`config.mk`:
```
export PLATFORM = sky130hd
export DESIGN_NAME = key_matrix_scan_set
export DESIGN_NICKNAME = d
export VERILOG_FILES = /design/src/sv/kms_pkg.sv /design/src/sv/kms_lane.sv /design/src/sv/kms_merge.sv /design/src/sv/key_matrix_scan_set.sv
export SDC_FILE = /design/constraint.sdc
export NUM_CORES = 1
export LEC_CHECK = 0
export BUFFER_PORTS_ARGS = -buffer_cell sky130_fd_sc_hd__buf_2
export CORE_MARGIN = 8
export CORE_UTILIZATION = 26
export DETAILED_ROUTE_END_ITERATION = 6
export SLEW_MARGIN = 20
export SYNTH_ARGS = -nofsm -noshare
export SYNTH_HDL_FRONTEND = slang
export SYNTH_SLANG_ARGS = --single-unit
```
`constraint.sdc`:
```
create_clock -name clk -period 7.76 [get_ports clk]
set_clock_uncertainty 0.2 [all_clocks]
set_input_delay 0.776 -clock clk [delete_from_list [all_inputs] [get_ports clk]]
set_output_delay 0.776 -clock clk [all_outputs]
set_load 0.01 [all_outputs]
```
`src/sv/kms_pkg.sv`:
```
// shared types, codes and helper functions for the key matrix scanner
`timescale 1ns / 1ps

package kms_pkg;

  localparam logic       OP_CLEAR  = 1'b0;
  localparam logic       OP_SAMPLE = 1'b1;

  localparam logic [1:0] ST_ADDED   = 2'd0;
  localparam logic [1:0] ST_PRESENT = 2'd1;
  localparam logic [1:0] ST_DROPPED = 2'd2;

  localparam logic [6:0] DRIVE_COL0 = 7'h01;

  localparam logic [5:0] MOD_KEY_A = 6'd28;
  localparam logic [5:0] MOD_KEY_B = 6'd36;
  localparam logic [5:0] MOD_KEY_C = 6'd38;
  localparam logic [5:0] MOD_KEY_D = 6'd39;

  typedef struct packed {
    logic       op;
    logic [5:0] row_bits;
  } in_t;

  typedef struct packed {
    logic       key_valid;
    logic [5:0] key_index;
    logic [1:0] status;
    logic       is_mod;
    logic [3:0] set_count;
    logic [6:0] column_drive;
    logic       last;
  } out_t;

  // outcome of one insert attempt, from the merge stage
  typedef struct packed {
    logic [1:0] status;
    logic       wr_en;
  } ins_res_t;

  function automatic logic mod_flag(input logic [5:0] idx);
    mod_flag = (idx == MOD_KEY_A) || (idx == MOD_KEY_B) ||
               (idx == MOD_KEY_C) || (idx == MOD_KEY_D);
  endfunction

  // one-hot drive, columns past the seventh drive nothing
  function automatic logic [6:0] drive_of(input logic [2:0] col);
    drive_of = (col == 3'd7) ? 7'd0 : 7'(7'd1 << col);
  endfunction

endpackage

```
`src/sv/kms_lane.sv`:
```
// one slot of the key set: holds an entry and compares it with the candidate key
`timescale 1ns / 1ps

module kms_lane #(
  parameter int IDX = 0,
  parameter int CW  = 4
) (
  input  logic          clk,
  input  logic [CW-1:0] count,
  input  logic [5:0]    key,
  input  logic          wr_en,
  output logic          hit
);

  logic [5:0] entry_r;

  // the slot at the fill count takes the new key
  always_ff @(posedge clk) begin
    if (wr_en && (count == CW'(IDX))) begin
      entry_r <= key;
    end
  end

  assign hit = (CW'(IDX) < count) && (entry_r == key);

endmodule

```
`src/sv/kms_merge.sv`:
```
// combines the lane compares into the insert status and write enable
`timescale 1ns / 1ps

module kms_merge #(
  parameter int SET_SIZE = 8,
  parameter int CW       = 4
) (
  input  logic [SET_SIZE-1:0] hits,
  input  logic [CW-1:0]       count,
  input  logic                step,
  output kms_pkg::ins_res_t   res
);

  logic full;

  assign full = (count >= CW'(SET_SIZE));

  always_comb begin
    res.wr_en = 1'b0;
    if (full) begin
      res.status = kms_pkg::ST_DROPPED;
    end else if (|hits) begin
      res.status = kms_pkg::ST_PRESENT;
    end else begin
      res.status = kms_pkg::ST_ADDED;
      res.wr_en  = step;
    end
  end

endmodule

```
`src/sv/key_matrix_scan_set.sv`:
```
// top level of the column-at-a-time key matrix scanner with pressed-key set
`timescale 1ns / 1ps

// Scans a key matrix one column per sample transaction and keeps a set of up to
// SET_SIZE pressed-key indices without duplicates. A clear transaction empties
// the set and restarts at column zero. After a transaction is accepted the block
// emits one result per high row, lowest row first, one per cycle while the output
// is not stalled, or a single keyless result when no row is high or the
// transaction is a clear. The single insert step handles one key a cycle unless
// the output stalls, while SET_SIZE compare lanes check the held keys in
// parallel. The next transaction is taken once the last result is in the output
// register, even if that result has not yet been taken.
module key_matrix_scan_set #(
  parameter int COLS     = 7,
  parameter int ROWS     = 6,
  parameter int SET_SIZE = 8
) (
  input  logic          clk,
  input  logic          rst_n,
  input  logic          in_valid,
  output logic          in_ready,
  input  kms_pkg::in_t  in_data,
  output logic          out_valid,
  input  logic          out_ready,
  output kms_pkg::out_t out_data
);

  localparam int CW = $clog2(SET_SIZE + 1);
  localparam int NR = (ROWS < 6) ? ROWS : 6;
  localparam logic [5:0] ROW_MASK = 6'((1 << NR) - 1);

  localparam logic S_IDLE = 1'b0;
  localparam logic S_BUSY = 1'b1;

  logic              state_r;
  logic [CW-1:0]     count_r;
  logic [2:0]        col_r;
  logic [2:0]        col_cur_r;
  logic [6:0]        drv_r;
  logic [5:0]        pend_r;
  logic              out_valid_r;
  kms_pkg::out_t     out_r;

  logic              accept;
  logic              emit;
  logic              has_key;
  logic              step;
  logic              last;
  logic [2:0]        sel;
  logic [5:0]        pend_left;
  logic [6:0]        key_wide;
  logic [5:0]        key;
  logic [3:0]        col_inc;
  logic [2:0]        col_next;
  logic [SET_SIZE-1:0] hits;
  kms_pkg::ins_res_t ins;
  kms_pkg::out_t     res;

  assign in_ready  = (state_r == S_IDLE);
  assign accept    = in_valid && in_ready;
  assign emit      = (state_r == S_BUSY) && (!out_valid_r || out_ready);
  assign has_key   = (pend_r != 6'd0);
  assign step      = emit && has_key;
  assign out_valid = out_valid_r;
  assign out_data  = out_r;

  // lowest pending row first
  always_comb begin
    sel = 3'd0;
    for (int i = 5; i >= 0; i--) begin
      if (pend_r[i]) begin
        sel = 3'(i);
      end
    end
  end

  assign pend_left = pend_r & ~(6'(6'd1 << sel));
  assign last      = !has_key || (pend_left == 6'd0);
  assign key_wide  = 7'(sel) * 7'(ROWS + 1) + 7'(col_cur_r);
  assign key       = key_wide[5:0];

  assign col_inc  = {1'b0, col_r} + 4'd1;
  assign col_next = (col_inc >= 4'(COLS)) ? 3'd0 : col_inc[2:0];

  for (genvar g = 0; g < SET_SIZE; g++) begin : g_lane
    kms_lane #(
      .IDX (g),
      .CW  (CW)
    ) u_lane (
      .clk   (clk),
      .count (count_r),
      .key   (key),
      .wr_en (ins.wr_en),
      .hit   (hits[g])
    );
  end

  kms_merge #(
    .SET_SIZE (SET_SIZE),
    .CW       (CW)
  ) u_merge (
    .hits  (hits),
    .count (count_r),
    .step  (step),
    .res   (ins)
  );

  always_comb begin
    res.key_valid    = has_key;
    res.key_index    = has_key ? key : 6'd0;
    res.status       = has_key ? ins.status : kms_pkg::ST_ADDED;
    res.is_mod       = has_key && kms_pkg::mod_flag(key);
    res.set_count    = ins.wr_en ? 4'(count_r + CW'(1)) : 4'(count_r);
    res.column_drive = drv_r;
    res.last         = last;
  end

  always_ff @(posedge clk) begin
    if (!rst_n) begin
      state_r     <= S_IDLE;
      count_r     <= '0;
      col_r       <= 3'd0;
      out_valid_r <= 1'b0;
    end else begin
      if (accept) begin
        state_r <= S_BUSY;
        if (in_data.op == kms_pkg::OP_CLEAR) begin
          count_r <= '0;
          col_r   <= 3'd0;
        end else begin
          col_r <= col_next;
        end
      end else if (emit && last) begin
        state_r <= S_IDLE;
      end
      if (ins.wr_en) begin
        count_r <= CW'(count_r + CW'(1));
      end
      if (emit) begin
        out_valid_r <= 1'b1;
      end else if (out_ready) begin
        out_valid_r <= 1'b0;
      end
    end
  end

  always_ff @(posedge clk) begin
    if (accept) begin
      col_cur_r <= col_r;
      if (in_data.op == kms_pkg::OP_CLEAR) begin
        pend_r <= 6'd0;
        drv_r  <= kms_pkg::DRIVE_COL0;
      end else begin
        pend_r <= in_data.row_bits & ROW_MASK;
        drv_r  <= kms_pkg::drive_of(col_next);
      end
    end else if (step) begin
      pend_r <= pend_left;
    end
    if (emit) begin
      out_r <= res;
    end
  end

`ifndef SYNTH
  a_count_bound: assert property (@(posedge clk) disable iff (!rst_n)
    count_r <= CW'(SET_SIZE))
    else $error("key count above set size");

  a_col_bound: assert property (@(posedge clk) disable iff (!rst_n)
    col_r < 3'(COLS) || COLS == 8)
    else $error("column past last column");

  a_last_idle: assert property (@(posedge clk) disable iff (!rst_n)
    (emit && last) |=> (state_r == S_IDLE))
    else $error("scanner busy after final result");

  a_grow_one: assert property (@(posedge clk) disable iff (!rst_n)
    (state_r == S_BUSY && !ins.wr_en) |=> (count_r == $past(count_r)))
    else $error("key count changed without an insert");
`endif

endmodule

```
### Yosys cells after proc, flatten, opt, wreduce, memory -nomap -nowiden

Cells that the tools add are included.

| word-level totals | value |
|---|---|
| register bits | 95 |
| input port bits | 11 |
| output and inout port bits | 24 |
| word-level logic and storage cells | 129 |

| cells by class | value |
|---|---|
| add/sub/neg operators | 3 |
| multipliers | 1 |
| $lt $le $gt $ge | 10 |
| eq/ne operators | 21 |
| shift operators | 2 |
| mux-type cells | 24 |
| bitwise logic cells | 5 |
| reductions and logical operators | 39 |

Operators with widths:

| operator | count |
|---|---|
| 6-bit equality test | 8 |
| 3-bit two-way mux | 8 |
| 1-bit logical AND | 21 |
| 6-bit equality test (second input constant) | 3 |
| 6-bit two-way mux | 3 |
| 4-bit by 3-bit equality test with 1-bit output (second input constant) | 4 |
| 3-bit by 4-bit less-than comparator with 1-bit output (first input constant) | 4 |
| 4-bit two-way mux | 4 |
| 4-bit by 2-bit equality test with 1-bit output (second input constant) | 2 |
| 1-bit by 4-bit less-than comparator with 1-bit output (first input constant) | 2 |
| 2-bit by 4-bit less-than comparator with 1-bit output (first input constant) | 2 |
| 1-bit two-way mux | 8 |
| 2-bit nonzero test | 4 |
| 8-bit OR reduction | 1 |
| 1-bit by 3-bit left shift with 7-bit output (first input constant) | 1 |
| 6-bit by 3-bit adder with 6-bit output | 1 |
| 6-bit AND | 1 |
| 6-bit by 5-bit equality test with 1-bit output (second input constant) | 1 |
| 6-bit logical NOT | 1 |
| 3-bit by 3-bit multiplier with 6-bit output (second input constant) | 1 |
| 6-bit inverter | 1 |
| 6-bit nonzero test | 1 |
| 1-bit by 3-bit left shift with 6-bit output (first input constant) | 1 |
| 1-bit logical OR | 5 |
| 13 further kinds | 17 |

### Longest topological paths before layout

Gate-level depths: netlist of the first run.

| depth | value |
|---|---|
| word-level depth | 15 |
| gate-level depth with buffers | 22 |
| mapped depth without buffers | 21 |

### Cells and area by module

A second synthesis of the first run with hierarchy kept.

| unflattened totals | value |
|---|---|
| cell total of the unflattened synthesis | 340 |
| area total of the unflattened synthesis | 4,516.8 µm² |

By module, submodules not included:

| module | times used | cells each | area each (µm²) | sequential area each (µm²) |
|---|---|---|---|---|
| key_matrix_scan_set | 1 | 201 | 2,323.5 | 1,321.3 |
| kms_lane at g_lane[4].u_lane | 1 | 17 | 279.0 | 180.2 |
| kms_lane at g_lane[0].u_lane | 1 | 16 | 277.8 | 180.2 |
| kms_lane at g_lane[5].u_lane | 1 | 17 | 271.5 | 180.2 |
| kms_lane at g_lane[6].u_lane | 1 | 17 | 270.3 | 180.2 |
| kms_lane at g_lane[7].u_lane | 1 | 17 | 266.5 | 180.2 |
| kms_lane at g_lane[3].u_lane | 1 | 16 | 264.0 | 180.2 |
| kms_lane at g_lane[1].u_lane | 1 | 16 | 262.8 | 180.2 |
| kms_lane at g_lane[2].u_lane | 1 | 17 | 262.8 | 180.2 |
| kms_merge | 1 | 6 | 38.8 | 0.0 |

### Worst setup path after synthesis of the first run

OpenSTA, ideal clock, no wires.

| timing | value |
|---|---|
| path kind | flip-flop to flip-flop |
| start point | register pend_r[3] |
| end point | register g_lane[1].u_lane.entry_r[0], enable pin |
| setup time | 0.386 ns |
| arrival | 4.784 ns |
| data required time | 7.174 ns |
| slack | 2.390 ns |
| stages on the path, launching flop included | 21 |
| path buffers | 2 |
| period minus slack after synthesis | 5.370 ns |
| path through | edfxtp_1 clkbuf_1 o21bai_1 a21oi_2 ha_1 inv_1 ha_1 inv_1 fa_1 inv_1 fa_1 a21o_1 a21oi_4 xnor2_2 xnor2_1 a32oi_1 and3_4 o21ai_0 or2_1 buf_2 nor4_1 |

| on the way | value |
|---|---|
| cells in the longest elaborated chain, start to end | 12 |
| elaborated cells between the ends (all ways) | 28 |
| those cells by class | 1 x add/sub; 1 x mul; 8 x eq/ne; 6 x mux; 12 x reduce/logical |

Ends and longest elaborated chain:

| element | line | RTL |
|---|---|---|
| from (decl) | key_matrix_scan_set.sv:40 | `logic [5:0] pend_r;` |
| from (signal assigned) | key_matrix_scan_set.sv:154 | `pend_r <= in_data.row_bits & ROW_MASK;` |
| from (signal assigned) | key_matrix_scan_set.sv:158 | `pend_r <= pend_left;` |
| 3-bit two-way mux * (4 in series) | key_matrix_scan_set.sv:71 | `if (pend_r[i]) begin` |
| 3-bit by 3-bit multiplier with 6-bit output * | key_matrix_scan_set.sv:79 | `assign key_wide = 7'(sel) * 7'(ROWS + 1) + 7'(col_cur_r);` |
| 6-bit by 3-bit adder with 6-bit output * | key_matrix_scan_set.sv:79 |  |
| named net g_lane[0].u_lane.key[5] | kms_lane.sv:10 | `input logic [5:0] key,` |
| 6-bit equality test | kms_lane.sv:24 | `assign hit = (CW'(IDX) < count) && (entry_r == key);` |
| 1-bit logical AND | kms_lane.sv:24 |  |
| 8-bit OR reduction * | kms_merge.sv:22 | `end else if (\|hits) begin` |
| 1-bit two-way mux * | kms_merge.sv:22 |  |
| 1-bit two-way mux * | kms_merge.sv:20 | `if (full) begin` |
| 1-bit logical AND * | kms_lane.sv:19 | `if (wr_en && (count == CW'(IDX))) begin` |
| to (signal assigned) | kms_lane.sv:20 | `entry_r <= key;` |
| to (decl) | kms_lane.sv:15 | `logic [5:0] entry_r;` |

Mark *: on every way through the listed nets, which the timed path passes. The rest lies on a longest branch.
A chain may end at the register's enable or synchronous reset.

### Worst setup path after layout of the first run

| timing | value |
|---|---|
| start point | register pend_r[0] |
| end point | register g_lane[4].u_lane.entry_r[0], enable pin |

| on the way | value |
|---|---|
| cells in the longest elaborated chain, start to end | 9 |
| elaborated cells between the ends (all ways) | 25 |
| those cells by class | 1 x add/sub; 1 x mul; 8 x eq/ne; 3 x mux; 12 x reduce/logical |

Ends and longest elaborated chain:

| element | line |
|---|---|
| 3-bit two-way mux * | key_matrix_scan_set.sv:71 |
| 3-bit by 3-bit multiplier with 6-bit output * | key_matrix_scan_set.sv:79 |
| 6-bit by 3-bit adder with 6-bit output * | key_matrix_scan_set.sv:79 |
| named net g_lane[0].u_lane.key[5] | kms_lane.sv:10 |
| 6-bit equality test | kms_lane.sv:24 |
| 1-bit logical AND | kms_lane.sv:24 |
| 8-bit OR reduction * | kms_merge.sv:22 |
| 1-bit two-way mux * | kms_merge.sv:22 |
| 1-bit two-way mux * | kms_merge.sv:20 |
| 1-bit logical AND * | kms_lane.sv:19 |
| to (signal assigned) | kms_lane.sv:20 |
| to (decl) | kms_lane.sv:15 |

Marked as above.

==> results of run 1 <==
[kinds of logic after synthesis]
logic type,count (synthesis),synth area share
AOI/OAI and AO/OA,51,0.0766
xor gates and xnor gates,53,0.124
adders and majority gates,19,0.0532
buffers and inverters,42,0.0432
DFF,95,0.581
muxes,1,0.00211
and+or+nand+nor,100,0.120
[final cells by class]
class                   count  area (µm²)
fillers                  1787       12400
inverters                  29         109
multi-input cells         224        1800
clock inverters             6         138
clock buffers              10         229
flip-flops and latches     95        2760
well taps                 229         287
repair buffers             36         185
[state kept, by name, indices dropped and copies added, names as in the netlist]
| signal | count |
|---|---|
| count_r | 4 |
| state_r | 1 |
| out_valid | 1 |
| col_cur_r | 3 |
| col_r | 3 |
| drv_r | 7 |
| pend_r | 6 |
| g_lane.u_lane.entry_r | 48 |
| out_data | 22 |
[synthesized netlist by cell type, types with 4 or more instances]
master and n:
a21oi_1 12, clkbuf_1 4, dfxtp_1 9, edfxtp_1 86, ha_1 17, inv_1 29
nand2_1 19, nand2b_1 4, nand3_1 9, nor2_1 17, nor2b_1 8, nor3_1 9
nor4_1 7, o21ai_0 9, xnor2_1 36, xnor3_1 4, xor2_1 8
[stage by stage]
stage	hold WS (ns)	instance area, µm²	total power (W)	util
3_3_place_gp	0.210	5130	0.00121	0.286
4_1_cts	0.222	5500	0.00176	0.306
6_report	0.221	5510	0.00175	0.307
2_1_floorplan	0.200	4750	0.00109	-
3_5_place_dp	0.205	5130	0.00122	0.286
5_1_grt	0.227	5510	0.00183	0.307
[worst max-delay path by stage]
stage | start | end | slack [ns] | cells after the start
after global routing | pend_r[0]$_DFFE_PP_ | g_lane[4].u_lane.entry_r[0]$_DFFE_PP_ | 1.18 | 18
after CTS | pend_r[0]$_DFFE_PP_ | g_lane[1].u_lane.entry_r[4]$_DFFE_PP_ | 1.37 | 16
after detailed placement | pend_r[0]$_DFFE_PP_ | g_lane[1].u_lane.entry_r[1]$_DFFE_PP_ | 1.35 | 16
after floorplan | pend_r[3]$_DFFE_PP_ | g_lane[1].u_lane.entry_r[0]$_DFFE_PP_ | 2.39 | 20
after global placement | pend_r[0]$_DFFE_PP_ | g_lane[1].u_lane.entry_r[2]$_DFFE_PP_ | 1.59 | 16
final | pend_r[0]$_DFFE_PP_ | g_lane[4].u_lane.entry_r[0]$_DFFE_PP_ | 1.60 | 16
[cell usage in the layout, fill, tap and decap left out, types with 4 or more instances in the layout]
cell type / n
nor4_1: 4
xnor2_1: 36
xor2_1: 8
nor2_1: 17
buf_2: 34
xnor3_1: 4
dfxtp_1: 9
nand2_1: 19
bufinv_16: 4
nand3_1: 9
a21oi_1: 12
nor2b_1: 8
nor3_1: 9
ha_1: 17
clkbuf_16: 9
edfxtp_1: 86
inv_1: 29
nand2b_1: 4
o21ai_0: 9
[power by group through the flow]
stage / sequential [W] / combinational [W] / clock [W]
after floorplan: 0.000686 / 0.000403 / 0
after global placement: 0.000682 / 0.000531 / 0
after detailed placement: 0.000684 / 0.000538 / 0
after CTS: 0.000673 / 0.000543 / 0.000549
after global routing: 0.000676 / 0.000585 / 0.000571
final: 0.000672 / 0.000537 / 0.000542
[layer usage]
metal / wire, µm / global-route usage / up-vias / part of all wire
met1: 4500 / 0.113 / 1414 / 0.44
li1: - / - / 1378 / -
met5: 0 / 0 / - / 0
met2: 4910 / 0.148 / 81 / 0.48
met4: 50 / 0.0163 / 0 / 0.0049
met3: 692 / 0.0344 / 4 / 0.068
[worst max-delay path: stages (launching register included)]
cell and delay (ns):
edfxtp_1 0.44, or3_1 0.45, nor3_1 0.39, ha_1 0.21
inv_1 0.05, fa_1 0.47, inv_1 0.07, fa_1 0.52
a21o_1 0.25, a21oi_4 0.37, xnor2_2 0.38, xnor2_1 0.23
a32oi_1 0.25, and4_1 0.22, o21ai_0 0.10, or2_1 0.35
nor4_1 0.82
==> summary.md, run 1 <==
| Metric | Value |
|---|---|
| Pwr Density | 318 nW/µm² |
| Post-Syn Area | 4750 µm² |
| Ratio of cells with drive above 1 in the final layout | 0.175 |
| Fin nets | 425 |
| Tmin final | 6.16 ns |
| Count of pins over their slew limit | 0 |
| Antenna violations before repair | 0 |
| WS Path Type | register to register |
| Grt ovf | 0 |
| Hold_sp | drv_r[2]$_SDFFCE_PP0P_ |
| Pre-CTS setup slack | 1.35 ns |
| Dpl cells | 613 |
| Number of synthesized register bits | 95 |
| DR vias | around 2.9k |
| # diodes | 0 |
| RSZ-0062 raised after global routing | no |
| Wirelength per Cell | between 15 and 20 µm |
| Horiz. Die Dim | 151 µm |
| Fin cells | between 600 and 700 |
| Sw Pwr | 0.000540 W |
| Post-route setup slack | approximately 1.6 ns |
| Post-DRT Antenna Nets | 0 |
| Area growth, synth to finish | 16.0% |
| Total wire length | 10,100 µm |
| Final setup TNS | 0 ns |
| Post-synth top area share | 0.543 |
| Worst r2r path cells | 16 |
| Status | finished clean |
| Largest net degree at the start of global routing | 23 |
| Row Count | 49 |
| Final Hold Fails | 0 |
| Async S/R FF share, synth | 0 |
| CTS max path bufs | 2 |
| Clk_lat worst skew | 0.35 ns |
| Post-CTS Repair Setup Buffers | 0 |
| All-layer global routing usage | 0.0906 |
| HP Class | register to register |
| GP Congestion | 0.868 |
| Syn_nets | 391 |
| Critical Path Fanout Max | 13 |
| DIE HEIGHT | 151 µm |
| Global-route wire length before repair | 15,800 µm |
| Worst EP arrival | 5.92 ns |
| P_leak | between 2 and 2.5 nW |
| CTS Buf Count | 9 |
| R2R setup slack | 1.60 ns |
| CTS Hold Bufs | 0 |
| Sequential Power Share | 0.384 |
| Post_cts resized | 0 |
| Reg clk slew, reported paths | 0.07 ns |
| Worst hold endpoint | out_data[3]$_DFFE_PP_ |
| Core area | approximately 18,000 µm² |
| Worst reg2reg endpoint | g_lane[4].u_lane.entry_r[0]$_DFFE_PP_ |
| Synth Warn # | 0 |
| Hold Path Depth | 0 |
| Worst Tran Pin Value | 1.03 ns |
| Clk root buf | clkbuf_16 |
| Initial Utilization | 0.265 |
| Data required time of the worst path | 7.52 ns |
| CTS tree | built |
| H-tree Lvls | 3 |
| Gate power share | 0.307 |
| Vias per cell | 4.57 |
| Setup crit end kind | register |
| Sw frac | 0.308 |
| Initial DRC Count | 172 |
| Max VDD drop | approximately 170 µV |
| Reg2reg start | pend_r[0]$_DFFE_PP_ |
| Largest cells by area after synthesis | edfxtp_1 54%, xnor2_1 6.6%, ha_1 4.5% |
| Post-synthesis sequential area ratio | 0.581 |
| Post-synth EDFFs | 86 |
| Final setup violation count | 0 |
| DR pass1 iterations | 4 |
| Netlist cell types | 66 |
| MaxCap Viol Count | 0 |
| DRC violation count after routing | 0 |
| Vias in the first global route | 2,891 |
| IO Pins | 35 |
| # clock sinks | 95 |
| Most common flop cell mapped by yosys | edfxtp_1 |
| Synthesized area per cell | 13.2 µm² |
| Internal power | 0.00121 W |
| Post-DP HPWL | 7160 µm |
| Power share of the clock group | 0.309 |
| Top cell type by total area after synthesis | edfxtp_1 |
| Slew HR | 0.307 |
| Die area | approximately 23,000 µm² |
| Fmax | 162 MHz |
| Worst Setup Start Kind | register |
| Cells after Synth | 361 |
| Fin crit share | 0.794 |
| IO buf count | 34 |
Note: power is estimated with default switching activity, not from simulation.
==> run 2, diff against run 1 <==
==> constraint.sdc (replaced) <==
create_clock -name clk -period 4.95 [get_ports clk]
set_clock_uncertainty 0.2 [all_clocks]
set_input_delay 0.495 -clock clk [delete_from_list [all_inputs] [get_ports clk]]
set_output_delay 0.495 -clock clk [all_outputs]
set_load 0.01 [all_outputs]
==> run 2 against run 1 <==
Power rose by 81%. Clock power up 38%. Flip-flop and latch count did not move. Final cell count up 8.7%. Non-clock buffer count rose by 55. Wire length increased by 1.8%. Combinational power grew to 2.6 times the previous value. Count of clock-buffer cells in the layout stayed put. Worst hold slack gained 0.0028 ns. Register-to-register slack got worse by 1.6 ns. Via count increased by 7.5%.
==> summary.md, run 2 (synthesis results as in run 1) <==
| Metric | Value |
|---|---|
| Area growth, synth to finish | 30.3% |
| Final Hold Fails | 0 (unchanged) |
| Max reg flops | 48 (unchanged) |
| Commonest non-fill, non-tap cell in the layout | edfxtp_1 |
| All-layer global routing usage | 0.0940 (+0.00339) |
| Pwr Density | 511 nW/µm² (+61%) |
| Fin nets | 480 (+13%) |
| Tmin final | 4.95 ns (-1.21 ns) |
| H-tree Lvls | 3 (unchanged) |
| Antenna violations before repair | 0 (unchanged) |
| MaxCap Viol Count | 0 (unchanged) |
| Largest net degree at the start of global routing | 24 (+4.3%) |
| CTS max path bufs | 2 (unchanged) |
| Worst hold margin | 0.223 ns (+0.00278 ns) |
| Critical Path Fanout Max | 7 (-6) |
| Total wire length | 10,300 µm (+1.8%) |
| Max VDD drop | 246 µV (+41%) |
| Fmax | 202 MHz (+25%) |
| Ratio of cells with drive above 1 in the final layout | 0.349 (+0.174) |
| Worst Setup Start Kind | register |
| Sw frac | 0.318 (+0.00973) |
| Initial Utilization | 0.265 (unchanged) |
| DIE HEIGHT | 151 µm (unchanged) |
| Worst EP arrival | 4.81 ns (-1.11 ns) |
| Wirelength per Cell | 15.1 µm (-6.4%) |
| Count of pins over their slew limit | 0 (unchanged) |
| Reg clk slew, reported paths | 0.07 ns (about the same) |
| DR pass1 iterations | 4 (unchanged) |
| DR vias | 3,093 (+7.5%) |
| IO Pins | 35 (unchanged) |
| Fin crit share | 0.999 (+0.205) |
| DRC violation count after routing | 0 (unchanged) |
| Biggest register | g_lane.u_lane.entry_r |
| Setup crit end kind | register |
| P_leak | 2.34 nW (+16%) |
| Post-DP HPWL | 7350 µm (+2.7%) |
| Clk root buf | clkbuf_16 |
| Dpl cells | 655 (+6.9%) |
| Vias in the first global route | 3,173 (+9.8%) |
| Status | finished clean |
| Sequential Power Share | 0.331 (-0.053) |
| CTS Buf Count | 9 (unchanged) |
| Worst r2r path cells | 22 (+6) |
| Internal power | 0.00216 W (+78%) |
| Die area | 22,900 µm² (unchanged) |
| Slew HR | 0.390 (+0.0836) |
| Hold Path Depth | 0 (unchanged) |
| Most frequent cells in the layout | 86 x edfxtp_1, 46 x buf_4, 34 x buf_2, 32 x xnor2_1, 23 x inv_1 |
| WS Path Type | register to register |
| GP Congestion | 0.817 (-5.9%) |
| Worst Tran Pin Value | 0.913 ns (-0.117 ns) |
| CTS Hold Bufs | 0 (unchanged) |
| Horiz. Die Dim | 151 µm (unchanged) |
| Gate power share | 0.432 (+0.125) |
| Placed Area | 5570 µm² (+8.6%) |
| Row Count | 49 (unchanged) |
| Initial DRC Count | 168 (-2.3%) |
| Clk_lat worst skew | 0.34 ns (about the same) |
| R2R setup slack | 0.004 ns (-1.60 ns) |
| Power share of the clock group | 0.236 (-0.073) |
| RSZ-0062 raised after global routing | yes |
| # diodes | 0 (unchanged) |
| # clock sinks | 95 (unchanged) |
| Pre-CTS setup slack | -0.230 ns (-1.58 ns) |
| Sw Pwr | 0.00101 W (+87%) |
| Final setup violation count | 0 (unchanged) |
| IO buf count | 34 (unchanged) |
| Post-DRT Antenna Nets | 0 (unchanged) |
| Grt ovf | 0 (unchanged) |
| Vias per cell | 4.52 (-1.1%) |
| Finished Cell Area | 6190 µm² (+12%) |
| Core area | 18,000 µm² (unchanged) |
| Fin cells | 684 (+8.7%) |
| Post-route setup slack | 0.00356 ns (-1.60 ns) |
| Data required time of the worst path | 4.81 ns (-2.71 ns) |
| Global-route wire length before repair | 16,700 µm (+5.7%) |
| CTS tree | built |
| HP Class | register to register |
run 2: changes by cell type in the layout (fill, tap and decap cells not counted), sizes merged:
cell	before	now
buf	36	90
inv	31	30
clkinv	0	2
bufinv	4	2
clkinvlp	0	1
clkbuf	10	11
run 2: final cells by class:
cell class	instances	area, µm²
flip-flops and latches	95	2760
well taps	229	287
repair buffers	91	671
clock buffers	10	229
multi-input cells	224	2040
inverters	29	111
fillers	1739	11800
clock inverters	6	93.8
run 2: stage by stage:
step | setup TNS [ns] | total power [W] | util
after global routing | -5.23 | 0.00333 | 0.345
after floorplan | 0 | 0.00172 | -
after CTS | -1.77 | 0.00309 | 0.337
after detailed placement | -8.79 | 0.00218 | 0.310
after global placement | -5.23 | 0.00217 | 0.310
final | 0 | 0.00317 | 0.345
run 2: path summary, 6_finish.rpt:
check,end,start
worst max-delay path,g_lane[1].u_lane.entry_r[3]$_DFFE_PP_,pend_r[5]$_DFFE_PP_
worst min-delay path,out_data[2]$_DFFE_PP_,drv_r[1]$_SDFFCE_PP0P_
worst max register to register,g_lane[1].u_lane.entry_r[3]$_DFFE_PP_,pend_r[5]$_DFFE_PP_
worst min register to register,out_data[2]$_DFFE_PP_,drv_r[1]$_SDFFCE_PP0P_
run 2: repair_timing:
action | in CTS | in global routing
pin swaps | 15 | 16
gates resized for setup | 20 | 30
endpoints found under the setup margin | 54 | 57
buffers inserted | 14 | 5
run 2: per-layer routing:
layer / wire length, µm / up-vias / track usage
li1: - / 1488 / -
met1: 4600 / 1542 / 0.116
met2: 5140 / 49 / 0.159
met3: 467 / 14 / 0.0263
met4: 125 / 0 / 0.0233
met5: 0 / - / 0
run 2: worst max-delay path: stages (launching register included):
cell	delay, ns
edfxtp_1	0.38
nor2b_1	0.14
o21bai_1	0.14
a21oi_2	0.08
ha_1	0.29
inv_2	0.05
ha_4	0.25
inv_2	0.03
fa_1	0.48
inv_2	0.05
fa_2	0.40
a21o_1	0.23
a21oi_4	0.14
buf_12	0.15
xnor3_2	0.19
nor3_4	0.05
a221oi_2	0.28
and3_4	0.24
o21ai_2	0.06
or2_1	0.24
buf_12	0.16
nor4_4	0.26
buf_6	0.17
run 2: power by group through the flow:
stage          clock (W)  sequential [W]  combinational, W
2_1_floorplan          0         0.00108          0.000641
3_3_place_gp           0         0.00106           0.00110
3_5_place_dp           0         0.00107           0.00111
4_1_cts         0.000760         0.00105           0.00128
5_1_grt         0.000792         0.00106           0.00148
6_report        0.000748         0.00105           0.00137
